==> config.mk <==
export PLATFORM = sky130hd
export DESIGN_NAME = csv_field_parser_unit
export DESIGN_NICKNAME = d
export VERILOG_FILES = /design/src/rtl/csvfp_pkg.sv /design/src/rtl/csv_field_parser_unit.sv
export SDC_FILE = /design/constraint.sdc
export NUM_CORES = 1
export LEC_CHECK = 0
export BUFFER_PORTS_ARGS = -buffer_cell sky130_fd_sc_hd__clkbuf_2
export CORE_ASPECT_RATIO = 1.75
export CORE_UTILIZATION = 40
export CTS_CLUSTER_SIZE = 8
export DETAILED_ROUTE_END_ITERATION = 16
export MAX_ROUTING_LAYER = met4
export PLACE_DENSITY = 0.61
export SETUP_SLACK_MARGIN = 0.1
export SYNTH_ARGS = -nofsm -noshare
export SYNTH_HDL_FRONTEND = slang
export SYNTH_SLANG_ARGS = --single-unit
==> constraint.sdc <==
create_clock -name clk -period 11.3 [get_ports clk]
set_input_delay 0.565 -clock clk [delete_from_list [all_inputs] [get_ports clk]]
set_output_delay 0.565 -clock clk [all_outputs]
set_load 0.02 [all_outputs]
==> src/rtl/csvfp_pkg.sv <==
package csvfp_pkg;

	// special bytes of the csv text
	localparam logic [7:0] CH_QUOTE = 8'h22;
	localparam logic [7:0] CH_COMMA = 8'h2C;
	localparam logic [7:0] CH_LF    = 8'h0A;
	localparam logic [7:0] CH_CR    = 8'h0D;

	// input op codes
	localparam logic OP_DATA = 1'b0;
	localparam logic OP_EOF  = 1'b1;

	// result kinds
	typedef enum logic [1:0] {
		KIND_BYTE      = 2'd0,
		KIND_FIELD_END = 2'd1,
		KIND_ROW_END   = 2'd2,
		KIND_FILE_END  = 2'd3
	} kind_t;

	// saturation limits of the result fields
	localparam int COL_SAT    = 255;
	localparam int ROW_SAT    = 65535;
	localparam int LEN_SAT    = 255;
	localparam int WIDEST_SAT = 511;

	// most results one input beat can cause
	localparam int MAX_RES = 3;

	// result queue
	localparam int QDEPTH = 8;
	localparam int QAW    = 3;
	localparam int QCW    = 4;

	typedef struct packed {
		kind_t       kind;
		logic [7:0]  out_byte;
		logic [7:0]  column_index;
		logic [15:0] row_index;
		logic [7:0]  field_length;
		logic [8:0]  widest_row;
		logic        last;
	} entry_t;

endpackage

==> src/rtl/csv_field_parser_unit.sv <==
// a taken input beat waits in the input stage, then its results are written to the result queue
// throughput: one input beat per cycle unless in_stall holds it; each input beat yields zero to three
// result beats, delivered one per cycle while out_stall is low through an eight-entry result queue,
// so the output port sets the sustained rate when items yield several beats
// reset: arst_n clears parser state, counters, input stage and queue at once
module csv_field_parser_unit
	import csvfp_pkg::*;
#(
	parameter int MAX_FIELD_BYTES = 255,
	parameter int MAX_COLUMNS     = 256,
	parameter int ROW_LIMIT       = 65536
) (
	input  logic        clk,
	input  logic        arst_n,
	input  logic        in_valid,
	output logic        in_stall,
	input  logic        op,
	input  logic [7:0]  in_byte,
	output logic        out_valid,
	input  logic        out_stall,
	output logic [1:0]  kind,
	output logic [7:0]  out_byte,
	output logic [7:0]  column_index,
	output logic [15:0] row_index,
	output logic [7:0]  field_length,
	output logic [8:0]  widest_row,
	output logic        last
);

	localparam int FW = $clog2(MAX_FIELD_BYTES + 1);
	localparam int CW = $clog2(MAX_COLUMNS + 1);
	localparam int RW = $clog2(ROW_LIMIT + 1);

	typedef enum logic [2:0] {
		ST_START  = 3'd0,
		ST_PLAIN  = 3'd1,
		ST_QUOTED = 3'd2,
		ST_QSEEN  = 3'd3,
		ST_SKIP   = 3'd4
	} pstate_t;

	// input stage
	logic       valid_s1;
	logic       op_s1;
	logic [7:0] byte_s1;

	// parser state
	pstate_t       st_q;
	logic [FW-1:0] fc_q;
	logic [CW-1:0] cc_q;
	logic [RW-1:0] rc_q;
	logic [CW-1:0] wc_q;
	logic          ro_q;

	// next state and results of the beat in the input stage
	pstate_t       st_d;
	logic [FW-1:0] fc_d;
	logic [CW-1:0] cc_d;
	logic [RW-1:0] rc_d;
	logic [CW-1:0] wc_d;
	logic          ro_d;
	entry_t        res [MAX_RES];
	logic [1:0]    res_n;

	// result queue
	entry_t         q_mem [QDEPTH];
	logic [QAW-1:0] wr_q;
	logic [QAW-1:0] rd_q;
	logic [QCW-1:0] cnt_q;

	logic adv;
	logic pop;

	function automatic entry_t make_entry(kind_t k, logic [7:0] b, logic [CW-1:0] cc,
			logic [RW-1:0] rc, logic [FW-1:0] fc, logic [CW-1:0] wc);
		entry_t e;
		e.kind         = k;
		e.out_byte     = b;
		e.column_index = (32'(cc) > COL_SAT) ? 8'(COL_SAT) : 8'(cc);
		e.row_index    = (32'(rc) > ROW_SAT) ? 16'(ROW_SAT) : 16'(rc);
		e.field_length = (32'(fc) > LEN_SAT) ? 8'(LEN_SAT) : 8'(fc);
		e.widest_row   = (32'(wc) > WIDEST_SAT) ? 9'(WIDEST_SAT) : 9'(wc);
		e.last         = 1'b0;
		return e;
	endfunction

	// the beat moves on once the queue has room for a full burst
	assign adv      = valid_s1 && (cnt_q <= QCW'(QDEPTH - MAX_RES));
	assign in_stall = valid_s1 && !adv;
	assign pop      = out_valid && !out_stall;

	// parse one beat: choose the events, then run them in their fixed order
	always_comb begin
		logic put_a;
		logic put_b;
		logic do_fe;
		logic do_re;
		logic do_file;
		put_a   = 1'b0;
		put_b   = 1'b0;
		do_fe   = 1'b0;
		do_re   = 1'b0;
		do_file = 1'b0;
		st_d    = st_q;
		fc_d    = fc_q;
		cc_d    = cc_q;
		rc_d    = rc_q;
		wc_d    = wc_q;
		ro_d    = ro_q;
		res_n   = 2'd0;
		for (int i = 0; i < MAX_RES; i++) begin
			res[i] = '0;
		end

		if (op_s1 == OP_EOF) begin
			do_fe   = ro_q && (st_q == ST_PLAIN || st_q == ST_QUOTED || st_q == ST_QSEEN);
			do_re   = ro_q;
			do_file = 1'b1;
		end else begin
			ro_d = 1'b1;
			case (st_q)
				ST_PLAIN: begin
					if (byte_s1 == CH_COMMA) begin
						do_fe = 1'b1;
						st_d  = ST_START;
					end else if (byte_s1 == CH_LF) begin
						do_fe = 1'b1;
						do_re = 1'b1;
					end else if (byte_s1 == CH_CR) begin
						do_fe = 1'b1;
						st_d  = ST_SKIP;
					end else begin
						put_b = 1'b1;
					end
				end
				ST_QUOTED: begin
					if (byte_s1 == CH_QUOTE) begin
						st_d = ST_QSEEN;
					end else if (byte_s1 == CH_LF) begin
						put_a = 1'b1;
						do_fe = 1'b1;
						do_re = 1'b1;
					end else begin
						put_b = 1'b1;
					end
				end
				ST_QSEEN: begin
					if (byte_s1 == CH_QUOTE) begin
						put_b = 1'b1;
						st_d  = ST_QUOTED;
					end else if (byte_s1 == CH_COMMA) begin
						do_fe = 1'b1;
						st_d  = ST_START;
					end else if (byte_s1 == CH_LF) begin
						do_fe = 1'b1;
						do_re = 1'b1;
					end else if (byte_s1 == CH_CR) begin
						do_fe = 1'b1;
						st_d  = ST_SKIP;
					end else begin
						do_fe = 1'b1;
						put_b = 1'b1;
						st_d  = ST_PLAIN;
					end
				end
				ST_SKIP: begin
					do_re = (byte_s1 == CH_LF);
				end
				default: begin
					if (byte_s1 == CH_LF) begin
						do_re = 1'b1;
					end else if (byte_s1 == CH_CR) begin
						st_d = ST_SKIP;
					end else if (byte_s1 == CH_COMMA) begin
						do_fe = 1'b1;
						st_d  = ST_START;
					end else if (byte_s1 == CH_QUOTE) begin
						st_d = ST_QUOTED;
					end else begin
						put_b = 1'b1;
						st_d  = ST_PLAIN;
					end
				end
			endcase
		end

		// content byte ahead of the field end (line feed inside quotes)
		if (put_a && (32'(fc_d) < MAX_FIELD_BYTES)) begin
			fc_d       = fc_d + FW'(1);
			res[res_n] = make_entry(KIND_BYTE, byte_s1, cc_d, rc_d, '0, wc_d);
			res_n      = res_n + 2'd1;
		end

		// field end
		if (do_fe) begin
			res[res_n] = make_entry(KIND_FIELD_END, 8'h00, cc_d, rc_d, fc_d, wc_d);
			res_n      = res_n + 2'd1;
			fc_d       = '0;
			if (32'(cc_d) < MAX_COLUMNS) begin
				cc_d = cc_d + CW'(1);
			end
		end

		// ordinary content byte
		if (put_b && (32'(fc_d) < MAX_FIELD_BYTES)) begin
			fc_d       = fc_d + FW'(1);
			res[res_n] = make_entry(KIND_BYTE, byte_s1, cc_d, rc_d, '0, wc_d);
			res_n      = res_n + 2'd1;
		end

		// row end
		if (do_re) begin
			if (cc_d > wc_d) begin
				wc_d = cc_d;
			end
			res[res_n] = make_entry(KIND_ROW_END, 8'h00, cc_d, rc_d, '0, wc_d);
			res_n      = res_n + 2'd1;
			if (32'(rc_d) < ROW_LIMIT) begin
				rc_d = rc_d + RW'(1);
			end
			cc_d = '0;
			fc_d = '0;
			ro_d = 1'b0;
			st_d = ST_START;
		end

		// file end, then back to the reset state
		if (do_file) begin
			res[res_n] = make_entry(KIND_FILE_END, 8'h00, '0, rc_d, '0, wc_d);
			res_n      = res_n + 2'd1;
			st_d       = ST_START;
			fc_d       = '0;
			cc_d       = '0;
			rc_d       = '0;
			wc_d       = '0;
			ro_d       = 1'b0;
		end

		// mark the last result of the beat
		for (int i = 0; i < MAX_RES; i++) begin
			res[i].last = (3'(i) + 3'd1 == {1'b0, res_n});
		end
	end

	// input stage and parser state
	always_ff @(posedge clk or negedge arst_n) begin
		if (!arst_n) begin
			valid_s1 <= 1'b0;
			st_q     <= ST_START;
			fc_q     <= '0;
			cc_q     <= '0;
			rc_q     <= '0;
			wc_q     <= '0;
			ro_q     <= 1'b0;
		end else begin
			if (in_valid && !in_stall) begin
				valid_s1 <= 1'b1;
			end else if (adv) begin
				valid_s1 <= 1'b0;
			end
			if (adv) begin
				st_q <= st_d;
				fc_q <= fc_d;
				cc_q <= cc_d;
				rc_q <= rc_d;
				wc_q <= wc_d;
				ro_q <= ro_d;
			end
		end
	end

	// input payload
	always_ff @(posedge clk) begin
		if (in_valid && !in_stall) begin
			op_s1   <= op;
			byte_s1 <= in_byte;
		end
	end

	// queue storage, up to three writes per cycle
	always_ff @(posedge clk) begin
		if (adv) begin
			for (int i = 0; i < MAX_RES; i++) begin
				if (2'(i) < res_n) begin
					q_mem[wr_q + QAW'(i)] <= res[i];
				end
			end
		end
	end

	// queue pointers and fill count
	always_ff @(posedge clk or negedge arst_n) begin
		if (!arst_n) begin
			wr_q  <= '0;
			rd_q  <= '0;
			cnt_q <= '0;
		end else begin
			if (adv) begin
				wr_q <= wr_q + QAW'(res_n);
			end
			if (pop) begin
				rd_q <= rd_q + QAW'(1);
			end
			cnt_q <= cnt_q + (adv ? QCW'(res_n) : QCW'(0)) - (pop ? QCW'(1) : QCW'(0));
		end
	end

	// result port
	assign out_valid    = (cnt_q != '0);
	assign kind         = q_mem[rd_q].kind;
	assign out_byte     = q_mem[rd_q].out_byte;
	assign column_index = q_mem[rd_q].column_index;
	assign row_index    = q_mem[rd_q].row_index;
	assign field_length = q_mem[rd_q].field_length;
	assign widest_row   = q_mem[rd_q].widest_row;
	assign last         = q_mem[rd_q].last;

`ifndef NO_ASSERTIONS
	// queue never overfills
	a_queue_bound: assert property (@(posedge clk) disable iff (!arst_n)
		cnt_q <= QCW'(QDEPTH))
		else $error("result queue overfilled");

	// a file end always closes the burst of its beat
	a_file_end_last: assert property (@(posedge clk) disable iff (!arst_n)
		out_valid && kind == KIND_FILE_END |-> last)
		else $error("file end not marked last");

	// end of input leaves the parser in its reset state
	a_eof_clears: assert property (@(posedge clk) disable iff (!arst_n)
		adv && op_s1 == OP_EOF |=> st_q == ST_START && rc_q == '0 && cc_q == '0 && !ro_q)
		else $error("state not cleared after end of input");

	// length only on field ends, content byte only on field bytes
	a_field_zeros: assert property (@(posedge clk) disable iff (!arst_n)
		out_valid && kind != KIND_FIELD_END && kind != KIND_BYTE |->
			field_length == 8'h00 && out_byte == 8'h00)
		else $error("nonzero payload on row or file end");
`endif

endmodule

==> flow_metrics.env <==
export IMPL_finalSetupTns_ns=0
export IMPL_port_buffers=66
export IMPL_drt_iter0_markers=3239
export IMPL_insertion_delay_ns=0.64
export IMPL_cts_root_buffer="clkbuf_16"
export IMPL_numCtsBuffers=70
export IMPL_drt_first_pass_iters=7
export IMPL_synth_edff_count=425
export IMPL_reg2reg_depth=22
export IMPL_synth_seq_area_share=0.495
export IMPL_antenna_found_initial=2
export IMPL_layout_drive_gt1_share=0.178
export IMPL_start_kind="flop"
export IMPL_post_cts_setup_buffers=0
export IMPL_wire_per_inst_um=32.2
export IMPL_grt_usage=0.320
export IMPL_p_int_mw=5.39
export IMPL_num_rows=129
export IMPL_reg2reg_to="q_mem[1][45]$_DFFE_PP_"
export IMPL_netlist_instances=2589
export IMPL_power_frac_comb=0.483
export IMPL_max_clock_path_buffers=3
export IMPL_synthMostInstantiatedCell="edfxtp_1"
export IMPL_ys_types=99
export IMPL_hold_viol=0
export IMPL_worstMarginPinSlew_ns=1.35
export IMPL_p_leak_nw=10.3
export IMPL_synthArstFlopShare=0.120
export IMPL_switching_share=0.437
export IMPL_powerDensity_nw_per_um2=300
export IMPL_synth_area_um2=28700
export IMPL_via_per_inst=6.98
export IMPL_die_x_um=205
export IMPL_hold_class="in -> async"
export IMPL_grt_busiest_layer="met2"
export IMPL_grt_util_met3=0.0531
export IMPL_grt_max_degree=60
export IMPL_setup_viol=0
export IMPL_core_area_um2=70900
export IMPL_rsz0062_at_grt="no"
export IMPL_yosys_warnings=0
export IMPL_grt_pass1_wl_um=164000
export IMPL_ys_top_cells_by_count="edfxtp_1, nand2_1, o21ai_0"
export IMPL_clk_transition_reported_paths_ns=0.06
export IMPL_cts_hold_buf=0
export IMPL_grt_pass1_vias=24300
export IMPL_period_needed_ns=8.82
export IMPL_fin_ws_ns=2.48
export IMPL_p_sw_mw=4.19
export IMPL_clock_power_share=0.204
export IMPL_place_congestion=0.975
export IMPL_cts_resized=0
export IMPL_cp_max_fo=52
export IMPL_preCtsSetupSlack_ns=2.64
export IMPL_boundaryPins=67
export IMPL_synth_seq_cells=483
export IMPL_synth_top_area_cell="edfxtp_1"
export IMPL_routed_wl_um=113000
export IMPL_use_met2=0.521
export IMPL_p_seq_frac=0.314
export IMPL_nets=2611
export IMPL_clock_sinks=483
export IMPL_slew_violations=0
export IMPL_postRouteAntennaNets=0
export IMPL_yosysTopAreaCellShare=0.444
export IMPL_irDropWorstVdd_mv=0.251
export IMPL_finClkSkew_ns=0.0236
export IMPL_post_route_period_util=0.780
export IMPL_drc=0
export IMPL_r2r_setup_slack_ns=2.48
export IMPL_dp_final_hpwl_um=72900
export IMPL_cts_tree="built"
export IMPL_fillerInstances=6492
export IMPL_area_delta_synth_final_pct=11.0
export IMPL_synth_area_top_cells="edfxtp_1, mux4_2, o221ai_1"
export IMPL_critPathKind="reg -> reg"
export IMPL_vias=24400
export IMPL_synth_fp_nets=2639
export IMPL_cts_htree_levels=3
export IMPL_slew_headroom=0.0937
export IMPL_ys_flop_type="edfxtp_1"
export IMPL_synth_avg_cell_area_um2=11.1
export IMPL_max_freq_mhz=113
export IMPL_initial_core_util=0.405
export IMPL_overflow=0
export IMPL_maxCapViolations=0
export IMPL_gr_usage_met1=0.370
export IMPL_regToRegStartpoint="byte_s1[5]$_DFFE_PP_"
export IMPL_cp_end_kind="flop"
export IMPL_outcome="finished clean"
export IMPL_arrival_ns=9.06
export IMPL_dieArea_um2=72900
export IMPL_required_ns=11.54
export IMPL_die_y_um=357
how the worst max path moves through the flow:
stage                              start                     end  slack (ns)  cells after the start
finish              byte_s1[5]$_DFFE_PP_  q_mem[1][45]$_DFFE_PP_        2.48                     22
global route        byte_s1[5]$_DFFE_PP_  q_mem[1][43]$_DFFE_PP_        2.02                     22
CTS                 byte_s1[5]$_DFFE_PP_  q_mem[1][43]$_DFFE_PP_        2.62                     22
detailed placement  byte_s1[5]$_DFFE_PP_  q_mem[1][48]$_DFFE_PP_        2.64                     22
global placement    byte_s1[5]$_DFFE_PP_  q_mem[1][43]$_DFFE_PP_        2.74                     22
floorplan            fc_q[1]$_DFFE_PN0P_   q_mem[1][0]$_DFFE_PP_        1.92                     27
metal layers:
layer / part of all wire / wire (µm)
met5: 0 / 0
met4: 0.065 / 7370
met1: 0.35 / 39600
met2: 0.49 / 55000
met3: 0.094 / 10600
metrics by stage:
step	cell area [µm²]	power, mW	hold WS [ns]	instances	utilization
floorplan	28700	5.95	0.269	2589	-
global route	31900	9.97	0.101	3500	0.450
global placement	29900	7.52	0.508	3406	0.423
finish	31900	9.58	0.0884	3500	0.450
CTS	31900	9.56	0.0959	3499	0.450
detailed placement	29900	7.61	0.517	3406	0.423
flip-flops by register name, summed over array words and instances (netlist names):
name,cells
q_mem,416
cnt_q,4
cc_q,9
st_q,3
rd_q,3
op_s1,1
fc_q,8
ro_q,1
byte_s1,8
wc_q,9
rc_q,17
valid_s1,1
wr_q,3
kinds of logic (layout without fill, tap and decap cells):
kind of cell,Yosys count,count (layout),synth area share
AOI/OAI and AO/OA,807,807,0.203
muxes,166,166,0.106
DFF,483,483,0.495
buffers and inverters,298,291,0.0426
other,0,1,0
xor gates and xnor gates,25,25,0.00762
and+or+nand+nor,772,772,0.130
adders and majority gates,38,38,0.0170
placed cells by master, fill, tap and decap left out, types with 18 or more instances in the layout:
cell and count:
a21boi_0 35, clkbuf_16 71, o22ai_1 32, nand3_1 123, and2_1 41, mux2_2 57, inv_1 51, nor2_1 117
nand2_1 306, edfxtp_1 425, ha_1 35, or3_1 22, nor3_1 45, a21oi_1 84, buf_4 77, and3_1 20
o211ai_1 18, dfrtp_1 55, clkbuf_2 65, xnor2_1 19, o21ai_0 196, a22oi_1 79, o221ai_1 196, mux4_2 104
power by group through the flow:
| stage | sequential [mW] | clock [mW] | combinational [mW] |
|---|---|---|---|
| floorplan | 2.86 | 0 | 3.10 |
| global placement | 3.00 | 0 | 4.52 |
| detailed placement | 3.04 | 0 | 4.58 |
| CTS | 3.00 | 1.97 | 4.59 |
| global route | 3.05 | 2.03 | 4.89 |
| finish | 3.01 | 1.95 | 4.62 |
cell type report:
cell class                      count  area (µm²)  area share
Sequential cell                   483       14200       0.446
Multi-Input combinational cell   1808       13500       0.422
Clock buffer                       86        1840      0.0578
Tap cell                          917        1150      0.0360
Timing Repair Buffer              143         908      0.0285
Inverter                           55         206     0.00648
Clock inverter                      7        90.1     0.00283
Antenna cell                        1        2.50   0.0000785
worst max-delay path: stages, from the launching register on:
cell and delay (ns):
edfxtp_1 0.68, or4b_4 0.55, o31ai_2 0.28, a211oi_2 0.14, o31a_1 0.51, nor2_1 0.26
ha_1 0.26, o2111ai_1 0.20, o21ai_0 0.60, a21oi_1 0.20, ha_1 0.35, nand2_1 0.06
o21ai_0 0.11, ha_1 0.31, nand2_1 0.07, o31ai_1 0.07, or3_1 0.33, buf_4 0.27
inv_1 0.68, and2_1 1.10, nor2_1 0.36, o21ai_4 0.13, buf_4 0.75
No activity file was read; power rests on OpenSTA's default activity.
